[src/hw/rtl/lcg_br_pkg.sv]
// Package for lcg_bounded_random: constants, select codes and control types.
package lcg_br_pkg;

    localparam logic [31:0] LCG_MUL   = 32'd214013;
    localparam logic [31:0] LCG_ADD   = 32'd2531011;
    localparam int          LCG_SHIFT = 16;

    // operation codes
    localparam logic [1:0] FUNC_DRAW   = 2'd0;
    localparam logic [1:0] FUNC_UNIQUE = 2'd1;
    localparam logic [1:0] FUNC_LOAD   = 2'd2;

    // divider dividend select
    typedef logic [1:0] t_dvd_sel;
    localparam t_dvd_sel DVD_KEY = 2'd0;
    localparam t_dvd_sel DVD_KM1 = 2'd1;
    localparam t_dvd_sel DVD_ADV = 2'd2;

    // divider divisor select
    typedef logic t_dsr_sel;
    localparam t_dsr_sel DSR_PERIOD = 1'b0;
    localparam t_dsr_sel DSR_MAX    = 1'b1;

    // generator seed select
    typedef logic t_seed_sel;
    localparam t_seed_sel SEED_STATE = 1'b0;
    localparam t_seed_sel SEED_BASE  = 1'b1;

    // result select
    typedef logic [1:0] t_out_sel;
    localparam t_out_sel OUT_ZERO = 2'd0;
    localparam t_out_sel OUT_REM  = 2'd1;
    localparam t_out_sel OUT_BUMP = 2'd2;

    // divider iteration counts
    localparam logic [5:0] DIV_STEPS = 6'd32;
    localparam logic [5:0] MOD_STEPS = 6'd16;

    typedef struct packed {
        logic      load;
        logic      load_state;
        logic      div_start;
        t_dvd_sel  dvd_sel;
        t_dsr_sel  dsr_sel;
        logic      adv;
        t_seed_sel seed_sel;
        logic      adv_to_state;
        logic      save_r;
        logic      out_load;
        t_out_sel  out_sel;
    } t_cmd;

    typedef struct packed {
        logic div_busy;
        logic rem_nz;
    } t_status;

endpackage

[src/hw/rtl/lcg_br_dp.sv]
// Datapath: operand registers, generator step, shared restoring divider, result.
module lcg_br_dp (
    input  logic                i_clk,
    input  logic                i_rst_n,
    input  lcg_br_pkg::t_cmd    i_cmd,
    output lcg_br_pkg::t_status o_status,
    input  logic [15:0]         i_max_value,
    input  logic [30:0]         i_period,
    input  logic [31:0]         i_key,
    input  logic [31:0]         i_time_now,
    output logic [15:0]         o_value
);

    logic [15:0] r_max;
    logic [30:0] r_period;
    logic [31:0] r_key;
    logic [31:0] r_time;
    logic [31:0] r_lcg;
    logic [31:0] r_adv;
    logic [31:0] r_num;
    logic [31:0] r_dvd;
    logic [31:0] r_dsr;
    logic [31:0] r_rem;
    logic [5:0]  r_cnt;
    logic [15:0] r_r;
    logic [15:0] r_value;

    logic [31:0] seed_raw;
    logic [31:0] seed;
    logic [31:0] adv_next;
    logic [31:0] dividend;
    logic [31:0] divisor;
    logic [5:0]  steps;
    logic [32:0] trial;
    logic [31:0] rem_next;
    logic [15:0] bumped;
    logic [15:0] value_next;

    always_comb begin
        seed_raw = (i_cmd.seed_sel == lcg_br_pkg::SEED_STATE) ? r_lcg : (r_num - r_rem);
        seed     = (seed_raw == 32'd0) ? r_time : seed_raw;
        adv_next = seed * lcg_br_pkg::LCG_MUL + lcg_br_pkg::LCG_ADD;
    end

    always_comb begin
        unique case (i_cmd.dvd_sel)
            lcg_br_pkg::DVD_KEY: dividend = r_key;
            lcg_br_pkg::DVD_KM1: dividend = r_key - 32'd1;
            lcg_br_pkg::DVD_ADV: dividend = {r_adv[31:lcg_br_pkg::LCG_SHIFT], 16'd0};
            default:             dividend = r_key;
        endcase
        if (i_cmd.dsr_sel == lcg_br_pkg::DSR_PERIOD) begin
            divisor = {1'b0, r_period};
        end else begin
            divisor = {15'd0, {1'b0, r_max} + 17'd1};
        end
        // top half of the draw word only needs its 16 bits shifted through
        steps = (i_cmd.dvd_sel == lcg_br_pkg::DVD_ADV) ? lcg_br_pkg::MOD_STEPS
                                                       : lcg_br_pkg::DIV_STEPS;
    end

    always_comb begin
        trial = {r_rem, r_dvd[31]};
        if (trial >= {1'b0, r_dsr}) begin
            rem_next = 32'(trial - {1'b0, r_dsr});
        end else begin
            rem_next = trial[31:0];
        end
    end

    always_comb begin
        bumped = (r_r == r_max) ? 16'd0 : (r_r + 16'd1);
        unique case (i_cmd.out_sel)
            lcg_br_pkg::OUT_ZERO: value_next = 16'd0;
            lcg_br_pkg::OUT_REM:  value_next = r_rem[15:0];
            lcg_br_pkg::OUT_BUMP: value_next = (r_rem[15:0] == r_r) ? bumped : r_r;
            default:              value_next = 16'd0;
        endcase
    end

    always_ff @(posedge i_clk) begin
        if (!i_rst_n) begin
            r_lcg <= 32'd0;
            r_cnt <= 6'd0;
        end else begin
            if (i_cmd.load_state) begin
                r_lcg <= i_key;
            end else if (i_cmd.adv && i_cmd.adv_to_state) begin
                r_lcg <= adv_next;
            end
            if (i_cmd.div_start) begin
                r_cnt <= steps;
            end else if (r_cnt != 6'd0) begin
                r_cnt <= r_cnt - 6'd1;
            end
        end
    end

    always_ff @(posedge i_clk) begin
        if (i_cmd.load) begin
            r_max    <= i_max_value;
            r_period <= i_period;
            r_key    <= i_key;
            r_time   <= i_time_now;
        end
        if (i_cmd.adv) begin
            r_adv <= adv_next;
        end
        if (i_cmd.div_start) begin
            r_num <= dividend;
            r_dvd <= dividend;
            r_dsr <= divisor;
            r_rem <= 32'd0;
        end else if (r_cnt != 6'd0) begin
            r_dvd <= {r_dvd[30:0], 1'b0};
            r_rem <= rem_next;
        end
        if (i_cmd.save_r) begin
            r_r <= r_rem[15:0];
        end
        if (i_cmd.out_load) begin
            r_value <= value_next;
        end
    end

    assign o_status.div_busy = (r_cnt != 6'd0);
    assign o_status.rem_nz   = (r_rem != 32'd0);
    assign o_value           = r_value;

endmodule

[src/hw/rtl/lcg_br_ctrl.sv]
// Controller: sequences draw, unique draw and load over the shared datapath.
module lcg_br_ctrl (
    input  logic                i_clk,
    input  logic                i_rst_n,
    input  logic                i_valid,
    output logic                o_ready,
    input  logic [1:0]          i_func,
    output logic                o_valid,
    input  logic                i_ready,
    input  lcg_br_pkg::t_status i_status,
    output lcg_br_pkg::t_cmd    o_cmd
);

    localparam logic [3:0] S_IDLE = 4'd0;
    localparam logic [3:0] S_ADV0 = 4'd1;
    localparam logic [3:0] S_MOD0 = 4'd2;
    localparam logic [3:0] S_DIVK = 4'd3;
    localparam logic [3:0] S_ADV1 = 4'd4;
    localparam logic [3:0] S_MOD1 = 4'd5;
    localparam logic [3:0] S_DIVP = 4'd6;
    localparam logic [3:0] S_ADV2 = 4'd7;
    localparam logic [3:0] S_MOD2 = 4'd8;
    localparam logic [3:0] S_FIN  = 4'd9;

    logic [3:0]           r_state, n_state;
    logic                 r_started, n_started;
    logic                 r_bound, n_bound;
    logic                 r_valid, n_valid;
    lcg_br_pkg::t_out_sel r_out_sel, n_out_sel;

    logic div_state;
    logic div_done;

    always_comb begin
        div_state = (r_state == S_MOD0) || (r_state == S_DIVK) || (r_state == S_MOD1) ||
                    (r_state == S_DIVP) || (r_state == S_MOD2);
        div_done  = r_started && !i_status.div_busy;
    end

    always_comb begin
        n_state   = r_state;
        n_started = r_started;
        n_bound   = r_bound;
        n_out_sel = r_out_sel;
        n_valid   = (r_valid && i_ready) ? 1'b0 : r_valid;
        o_cmd     = '0;
        o_cmd.out_sel = r_out_sel;

        // each division state launches the divider once, then waits it out
        if (div_state) begin
            if (!r_started) begin
                o_cmd.div_start = 1'b1;
                n_started       = 1'b1;
            end else if (!i_status.div_busy) begin
                n_started = 1'b0;
            end
        end

        unique case (r_state)
            S_IDLE: begin
                if (i_valid) begin
                    o_cmd.load = 1'b1;
                    unique case (i_func)
                        lcg_br_pkg::FUNC_DRAW:   n_state = S_ADV0;
                        lcg_br_pkg::FUNC_UNIQUE: n_state = S_DIVK;
                        lcg_br_pkg::FUNC_LOAD: begin
                            o_cmd.load_state = 1'b1;
                            n_out_sel        = lcg_br_pkg::OUT_ZERO;
                            n_state          = S_FIN;
                        end
                        default: begin
                            n_out_sel = lcg_br_pkg::OUT_ZERO;
                            n_state   = S_FIN;
                        end
                    endcase
                end
            end
            S_ADV0: begin
                o_cmd.adv          = 1'b1;
                o_cmd.seed_sel     = lcg_br_pkg::SEED_STATE;
                o_cmd.adv_to_state = 1'b1;
                n_state            = S_MOD0;
            end
            S_MOD0: begin
                o_cmd.dvd_sel = lcg_br_pkg::DVD_ADV;
                o_cmd.dsr_sel = lcg_br_pkg::DSR_MAX;
                if (div_done) begin
                    n_out_sel = lcg_br_pkg::OUT_REM;
                    n_state   = S_FIN;
                end
            end
            S_DIVK: begin
                o_cmd.dvd_sel = lcg_br_pkg::DVD_KEY;
                o_cmd.dsr_sel = lcg_br_pkg::DSR_PERIOD;
                if (div_done) begin
                    n_state = S_ADV1;
                end
            end
            S_ADV1: begin
                o_cmd.adv      = 1'b1;
                o_cmd.seed_sel = lcg_br_pkg::SEED_BASE;
                // zero remainder: key sits on a period boundary
                n_bound        = !i_status.rem_nz;
                n_state        = S_MOD1;
            end
            S_MOD1: begin
                o_cmd.dvd_sel = lcg_br_pkg::DVD_ADV;
                o_cmd.dsr_sel = lcg_br_pkg::DSR_MAX;
                if (div_done) begin
                    o_cmd.save_r = 1'b1;
                    if (r_bound) begin
                        n_state = S_DIVP;
                    end else begin
                        n_out_sel = lcg_br_pkg::OUT_REM;
                        n_state   = S_FIN;
                    end
                end
            end
            S_DIVP: begin
                o_cmd.dvd_sel = lcg_br_pkg::DVD_KM1;
                o_cmd.dsr_sel = lcg_br_pkg::DSR_PERIOD;
                if (div_done) begin
                    n_state = S_ADV2;
                end
            end
            S_ADV2: begin
                o_cmd.adv      = 1'b1;
                o_cmd.seed_sel = lcg_br_pkg::SEED_BASE;
                n_state        = S_MOD2;
            end
            S_MOD2: begin
                o_cmd.dvd_sel = lcg_br_pkg::DVD_ADV;
                o_cmd.dsr_sel = lcg_br_pkg::DSR_MAX;
                if (div_done) begin
                    n_out_sel = lcg_br_pkg::OUT_BUMP;
                    n_state   = S_FIN;
                end
            end
            S_FIN: begin
                if (!r_valid || i_ready) begin
                    o_cmd.out_load = 1'b1;
                    n_valid        = 1'b1;
                    n_state        = S_IDLE;
                end
            end
            default: begin
                n_state = S_IDLE;
            end
        endcase
    end

    always_ff @(posedge i_clk) begin
        if (!i_rst_n) begin
            r_state   <= S_IDLE;
            r_started <= 1'b0;
            r_bound   <= 1'b0;
            r_valid   <= 1'b0;
            r_out_sel <= lcg_br_pkg::OUT_ZERO;
        end else begin
            r_state   <= n_state;
            r_started <= n_started;
            r_bound   <= n_bound;
            r_valid   <= n_valid;
            r_out_sel <= n_out_sel;
        end
    end

    assign o_ready = (r_state == S_IDLE);
    assign o_valid = r_valid;

endmodule

[src/hw/rtl/lcg_bounded_random.sv]
// Top level of lcg_bounded_random: bounded draws from a 32-bit LCG.
//
// Input channel (i_valid/o_ready) takes one transaction: i_func selects a
// sequential draw, a period-unique draw or a state load; the other fields
// are its operands. Output channel (o_valid/i_ready) returns one o_value
// per input transaction, in order.
// One transaction is in work at a time; o_ready is high only while idle.
// A finished value sits in the output register, so the next transaction
// is taken while it waits; that one finishes only once the old value left.
// Draws are computed on the shared one-bit-per-cycle restoring divider
// (32 steps for a period remainder, 16 for the bound); a load or unused
// code uses no division, and a unique draw on a period boundary needs
// two more divisions than one off a boundary.
// Reset clears the generator state to zero and empties the output;
// while i_ready is low the output value holds and work stops at the end.
module lcg_bounded_random (
    input  logic        i_clk,
    input  logic        i_rst_n,
    input  logic        i_valid,
    output logic        o_ready,
    input  logic [1:0]  i_func,
    input  logic [15:0] i_max_value,
    input  logic [30:0] i_period,
    input  logic [31:0] i_key,
    input  logic [31:0] i_time_now,
    output logic        o_valid,
    input  logic        i_ready,
    output logic [15:0] o_value
);

    lcg_br_pkg::t_cmd    cmd;
    lcg_br_pkg::t_status status;

    lcg_br_dp u_dp (
        .i_clk       (i_clk),
        .i_rst_n     (i_rst_n),
        .i_cmd       (cmd),
        .o_status    (status),
        .i_max_value (i_max_value),
        .i_period    (i_period),
        .i_key       (i_key),
        .i_time_now  (i_time_now),
        .o_value     (o_value)
    );

    lcg_br_ctrl u_ctrl (
        .i_clk    (i_clk),
        .i_rst_n  (i_rst_n),
        .i_valid  (i_valid),
        .o_ready  (o_ready),
        .i_func   (i_func),
        .o_valid  (o_valid),
        .i_ready  (i_ready),
        .i_status (status),
        .o_cmd    (cmd)
    );

endmodule

[config.mk]
export PLATFORM = sky130hd
export DESIGN_NAME = lcg_bounded_random
export DESIGN_NICKNAME = d
export VERILOG_FILES = /design/src/hw/rtl/lcg_br_pkg.sv /design/src/hw/rtl/lcg_br_dp.sv /design/src/hw/rtl/lcg_br_ctrl.sv /design/src/hw/rtl/lcg_bounded_random.sv
export SDC_FILE = /design/constraint.sdc
export NUM_CORES = 1
export LEC_CHECK = 0
export BUFFER_PORTS_ARGS = -buffer_cell sky130_fd_sc_hd__clkbuf_2
export CAP_MARGIN = 20
export CORE_MARGIN = 2
export CORE_UTILIZATION = 35
export CTS_CLUSTER_DIAMETER = 50
export DETAILED_ROUTE_END_ITERATION = 16
export PLACE_DENSITY_LB_ADDON = 0.12
export SYNTH_ARGS = -nofsm -noshare
export SYNTH_HDL_FRONTEND = slang
export SYNTH_SLANG_ARGS = --single-unit
[constraint.sdc]
create_clock -name i_clk -period 9.1 [get_ports i_clk]
set_clock_uncertainty 0.1 [all_clocks]
set_input_delay 1.82 -clock i_clk [delete_from_list [all_inputs] [get_ports i_clk]]
set_output_delay 1.82 -clock i_clk [all_outputs]
set_load 0.02 [all_outputs]
After elaboration in Yosys (flattened, before gate mapping):

Index checks and enable logic that the tools add are counted.

* input port bits: 117
* logic and storage cells: 128
* flip-flop bits (word level): 350
* output and inout port bits: 18

* add/sub/neg operators: 7
* equal/unequal tests: 27
* mux-type cells: 48
* order comparisons: 1
* reduce and logical (&&, ||, !) cells: 25
* multiply operators: 1

Operators by type and width (number)
* $mux W32: 7
* $pmux W32 S2: 1
* $sub A32 B32 Y32: 2
* $pmux W4 S9: 1
* $ge A33 B32 Y1: 1
* $add A32 B22 Y32 const B: 1
* $eq A16 B16 Y1: 2
* $logic_not A32 Y1: 1
* $mul A32 B18 Y32 const B: 1
* $mux W16: 2
* $pmux W16 S2: 1
* $reduce_bool A32 Y1: 1
* $sub A32 B1 Y32 const B: 1
* $mux W4: 7
* $mux W6: 3
* $add A16 B1 Y17 const B: 1
* $mux W17: 1
* $add A16 B1 Y16 const B: 1
* $eq A4 B3 Y1 const B: 4
* $mux W2: 8
* $ne A2 B1 Y1 const B: 7
* $mux W1: 13
* $eq A4 B2 Y1 const B: 2
* $eq A4 B4 Y1 const B: 2
* other kinds (21): 38

Depth between registers and ports, before layout:

* word-level depth: 10
* mapped depth: 43

By module:

From an unflattened synthesis, not the netlist that was laid out.

* cell total of the unflattened synthesis: 2750
* area total of the unflattened synthesis: 26659.3 µm²

Modules (own cells, without submodules)
* lcg_br_dp: times used 1, area each 25832.3 µm², cells an instance 2650
* lcg_br_ctrl: times used 1, area each 827.0 µm², cells an instance 100

Least setup slack after synthesis:

Ideal clock, no wire load.

* path type: register to register
* from: register u_dp.r_rem[13]
* to: register u_dp.r_lcg[31]
* stages on the path, launching flop included: 40
* buffers on the path: 2
* setup slack: -0.686 ns
* arrival: 9.571 ns
* cell sequence: dfxtp_1 inv_1 ha_1 a211o_1 a21oi_2 a211o_1 nor2_1 a21oi_2 mux2_2 and3_2 and4_1 nand3_1 nor2_4 buf_2 clkbuf_1 a221oi_1 inv_1 ha_1 [4 not listed] fa_1 fa_1 inv_1 fa_1 inv_1 ha_1 a2111oi_0 o21ai_0 a21oi_1 or3_1 a41oi_1 nand3_1 a21boi_0 o21ai_0 or3b_2 a21oi_1 xor2_1 a31o_1

* longest elaborated chain between the ends: 8

RTL lines
* start: declaration: line lcg_br_dp.sv:23 `logic [31:0] r_rem;`
* start signal: assignment: line lcg_br_dp.sv:116 `r_rem <= rem_next;`
* $sub A32 B32 Y32 (*): line lcg_br_dp.sv:40 `seed_raw = (i_cmd.seed_sel == lcg_br_pkg::SEED_STATE) ? r_lcg : (r_num - r_rem);`
* $mux W32 (*): line lcg_br_dp.sv:40
* $logic_not A32 Y1: line lcg_br_dp.sv:41 `seed = (seed_raw == 32'd0) ? r_time : seed_raw;`
* $mux W32 (*): line lcg_br_dp.sv:41
* $mul A32 B18 Y32 (*): line lcg_br_dp.sv:42 `adv_next = seed * lcg_br_pkg::LCG_MUL + lcg_br_pkg::LCG_ADD;`
* $add A32 B22 Y32 (*): line lcg_br_dp.sv:42
* named net u_dp.adv_next[31]: line lcg_br_dp.sv:30 `logic [31:0] adv_next;`
* $mux W32 (*): line lcg_br_dp.sv:88 `end else if (i_cmd.adv && i_cmd.adv_to_state) begin`
* $mux W32 (*): line lcg_br_dp.sv:86 `if (i_cmd.load_state) begin`
* end signal: assignment: line lcg_br_dp.sv:87 `r_lcg <= i_key;`
* end signal: assignment: line lcg_br_dp.sv:89 `r_lcg <= adv_next;`
* end: declaration: line lcg_br_dp.sv:18 `logic [31:0] r_lcg;`

Mark *: on every way through the listed nets, which the timed path passes. The rest lies on a longest branch. The select of a mux whose other input is x is not followed.
A chain may end at the register's enable or synchronous reset.

Worst setup path in the final report:

* from: register u_dp.r_num[1]
* to: register u_dp.r_lcg[31]

* longest elaborated chain between the ends: 8

RTL lines
* start: declaration: line lcg_br_dp.sv:20 `logic [31:0] r_num;`
* start signal: assignment: line lcg_br_dp.sv:110 `r_num <= dividend;`
* $sub A32 B32 Y32 (*): line lcg_br_dp.sv:40
* $mux W32 (*): line lcg_br_dp.sv:40
* $logic_not A32 Y1: line lcg_br_dp.sv:41
* $mux W32 (*): line lcg_br_dp.sv:41
* $mul A32 B18 Y32 (*): line lcg_br_dp.sv:42
* $add A32 B22 Y32 (*): line lcg_br_dp.sv:42
* named net u_dp.adv_next[31]: line lcg_br_dp.sv:30
* $mux W32 (*): line lcg_br_dp.sv:88
* $mux W32 (*): line lcg_br_dp.sv:86

Marks and branches as above.

==> metrics.log <==
INFO  metric outcome = finished clean
INFO  metric route.antenna.remaining_nets = 0
INFO  metric totalWireLength = just under 90000 um
INFO  metric final_layout_fill_cell_count = 7266
INFO  metric dr.pass1.iters = 6
INFO  metric yosys.cell_types.count = 96
INFO  metric detailedRoute.firstIterationViolations = 1708
INFO  metric crit_slowest_cell = fa_2
INFO  metric met3WireLength = 4520 um
INFO  metric worst_pin_slew = 989.1 ps
INFO  metric ios = 135
INFO  metric post-route-drc-count = 0
INFO  metric antenna_cells = 0
INFO  metric cp.required = 9560 ps
INFO  metric crit_path_frequent_cell = inv_1
INFO  metric fin_cells = 4262
INFO  metric floorplan.initialDensity = 0.3547
INFO  metric route.detailed.vias_per_inst = 5.143
INFO  metric grt_antenna_before_repair = 3
INFO  metric top_layer = met4
INFO  metric synth_seq_area_share = 0.3470
INFO  metric critPathMaxStageDelay = between 500 and 600 ps
INFO  metric detailroute.via_count = 21920
INFO  metric syn2layout_area_growth = 28.13%
INFO  metric yosysTopAreaCellShare = 0.2874
INFO  metric dieWidth = approximately 280 um
INFO  metric grt_max_degree = 69
INFO  metric clock_tree.root_cell = clkbuf_16
INFO  metric synth_edf_count = 254
INFO  metric synthCells = about 2700
INFO  metric post-dp-hpwl = 71970 um
INFO  metric max_clock_freq = around 110 MHz
INFO  metric numCtsBuffers = 49
INFO  metric slew_headroom = 0.3406
INFO  metric critical_path.max_fanout = 10
INFO  metric globalRoute.totalOverflow = 0
INFO  metric cts.path.max_buffers = 3
INFO  metric syn_nets = 3254
INFO  metric final_min_period_over_clock_period = 0.9995
INFO  metric dominantRegCellSynth = edfxtp_1
INFO  metric period_needed = just over 9000 ps
INFO  metric worstSkewPairLatency = 630 ps
INFO  metric clock_sinks = 333
INFO  metric die_area = between 70000 and 80000 um2
INFO  metric nets = 3759
INFO  metric drt-wirelength-per-cell = just over 20 um
INFO  metric max_cap_violations = 0
INFO  metric synth.most_common_cell = inv_1
INFO  metric combined_area_of_all_synthesized_cells = approximately 27000 um2
INFO  metric clock_transition_time_at_the_flip_flop_clock_pins_of_the_worst_setup_and_hold_paths = around 60 ps
INFO  metric global_route_wire_length_before_repair = between 100000 and 150000 um
INFO  metric cell_types_with_the_highest_counts_after_synthesis = inv_1, edfxtp_1, ha_1
INFO  metric grt.total_usage = 0.2255
INFO  metric final_worst_hold_slack = 374.6 ps
INFO  metric critPathArrivalTime = 9560 ps
INFO  metric grt_setup_unrepaired = true
INFO  metric ys.warnings.count = 0
INFO  metric final_hold_viol_count = 0
INFO  metric floorplan.rows = 100
INFO  metric postSynthRegisterBits = 333
INFO  metric place.port_buffers = between 100 and 150
INFO  metric slew_violations = 0
INFO  metric synth.area.top_cells = edfxtp_1, fa_1, ha_1
INFO  metric hold_path.class = reg2reg
INFO  metric ys_async_rst_share = 0
INFO  metric synth_top_cell_by_area = edfxtp_1
INFO  metric cts.htree.levels = 2
INFO  metric wl_met1 = 40420 um
INFO  metric final_layout_size_suffix_gt1_frac = 0.2657
INFO  metric die_h = roughly 280 um
INFO  metric routed-wl-met2 = 41420 um
INFO  metric cts_tree = built
INFO  metric core_region_area = about 75000 um2
INFO  metric worst_setup_path_end_kind = flop
INFO  metric place_congestion = around 0.9
INFO  metric number_of_global_route_vias_before_repair = 22740
INFO  metric setup_viol = 0
INFO  metric synth.avg_cell_area = 9.662 um2
INFO  metric crit_type = reg2reg
INFO  metric critical_path.startpoint_type = flop
INFO  metric setup_tns = 0 ps
INFO  metric placed_cells = between 4000 and 5000
## stage by stage
step                setup WS (ps)  area (um2)    util
global placement           -501.8       31010  0.4145
detailed placement         -621.2       31010  0.4145
CTS                        -124.4       33510  0.4479
finish                      4.916       34010  0.4545
global route               -357.2       34010  0.4545
floorplan                   2.245       26670       -
## critical path, delay by kind of cell, from the launching register on
family,cells,cell delay [ps]
buf+inv,11,1170
xor+xnor,2,460
fa+ha+maj,8,3460
compound gates,10,1890
simple gates,8,1520
flops,1,390
## worst paths after layout
kind,from,to,slack [ps],depth (start not counted)
hold / removal,u_dp.r_lcg[1],u_dp.r_lcg[1],370,2
setup reg to reg,u_dp.r_num[1],u_dp.r_lcg[31],5,39
hold reg to reg,u_dp.r_lcg[1],u_dp.r_lcg[1],370,2
setup / recovery,u_dp.r_num[1],u_dp.r_lcg[31],5,39
## placed cells by master (no fill, tap or decap), types with 13 or more instances in the layout
master / Yosys / layout
inv_2: 1 / 26
o31ai_1: 14 / 13
nand3_1: 40 / 33
or3_1: 22 / 21
o21ai_0: 110 / 96
buf_4: 1 / 390
clkbuf_2: 0 / 134
fa_1: 175 / 163
ha_1: 215 / 183
a21oi_2: 5 / 22
nand2_1: 207 / 207
a211oi_1: 37 / 32
clkbuf_16: 0 / 49
ha_4: 0 / 27
xor2_1: 46 / 44
nand4_1: 34 / 34
dfxtp_1: 79 / 74
nor4_1: 19 / 18
o21a_1: 21 / 20
a31oi_1: 24 / 21
a22oi_1: 27 / 27
a21oi_1: 170 / 149
buf_6: 4 / 16
inv_1: 450 / 421
xnor2_1: 125 / 116
edfxtp_1: 254 / 254
a21o_1: 50 / 49
nor3_1: 44 / 38
nor2_1: 202 / 194
nor2b_1: 33 / 30
mux2_2: 15 / 15
nand2b_1: 22 / 21
## what timing repair did
item / in CTS / in global routing
pin swaps: 97 / 64
hold buffers: 0 / 0
cloned: 1 / 0
endpoints found under the setup margin: 21 / 30
gates resized for setup: 135 / 84
buffers inserted: 27 / 14
## logic make-up (layout without fill, tap and decap cells)
family | Yosys count | count (layout) | synth area share
multiplexers | 28 | 28 | 0.01131
adder cells (fa/ha/maj) | 390 | 390 | 0.2333
XOR/XNOR | 174 | 174 | 0.05893
buffers and inverters | 545 | 1091 | 0.07995
AND/OR/NAND/NOR | 696 | 696 | 0.1261
AO/OA/AOI/OAI | 581 | 581 | 0.1434
flip-flops | 333 | 333 | 0.3470
## layout make-up
| cell class | instances | area (um2) | area share |
|---|---|---|---|
| flip-flops and latches | 333 | 9215 | 0.2710 |
| well taps | 969 | 1212 | 0.03565 |
| clock inverters | 30 | 332.8 | 0.009786 |
| multi-input cells | 1869 | 16300 | 0.4794 |
| repair buffers | 545 | 3874 | 0.1139 |
| clock buffers | 62 | 1355 | 0.03984 |
| inverters | 454 | 1717 | 0.05048 |
## routing by layer
layer  vias up  GRT usage
met2       607     0.3787
met1     10760     0.3139
met3       115    0.02619
met5         -          0
met4         0    0.04607
li1      10440          -
## registers in the layout, indices dropped and copies added, names as in the netlist
name / cells
u_ctrl.o_valid: 1
u_ctrl.r_bound: 1
u_ctrl.r_out_sel: 2
u_ctrl.r_started: 1
u_ctrl.r_state: 4
u_dp.o_value: 16
u_dp.r_adv: 16
u_dp.r_cnt: 6
u_dp.r_dsr: 31
u_dp.r_dvd: 32
u_dp.r_key: 32
u_dp.r_lcg: 32
u_dp.r_max: 16
u_dp.r_num: 32
u_dp.r_period: 31
u_dp.r_r: 16
u_dp.r_rem: 32
u_dp.r_time: 32
Power is left out: the tool's default activity adds up to more than one toggle a clock period on the data nets, which glitch-free logic cannot reach.
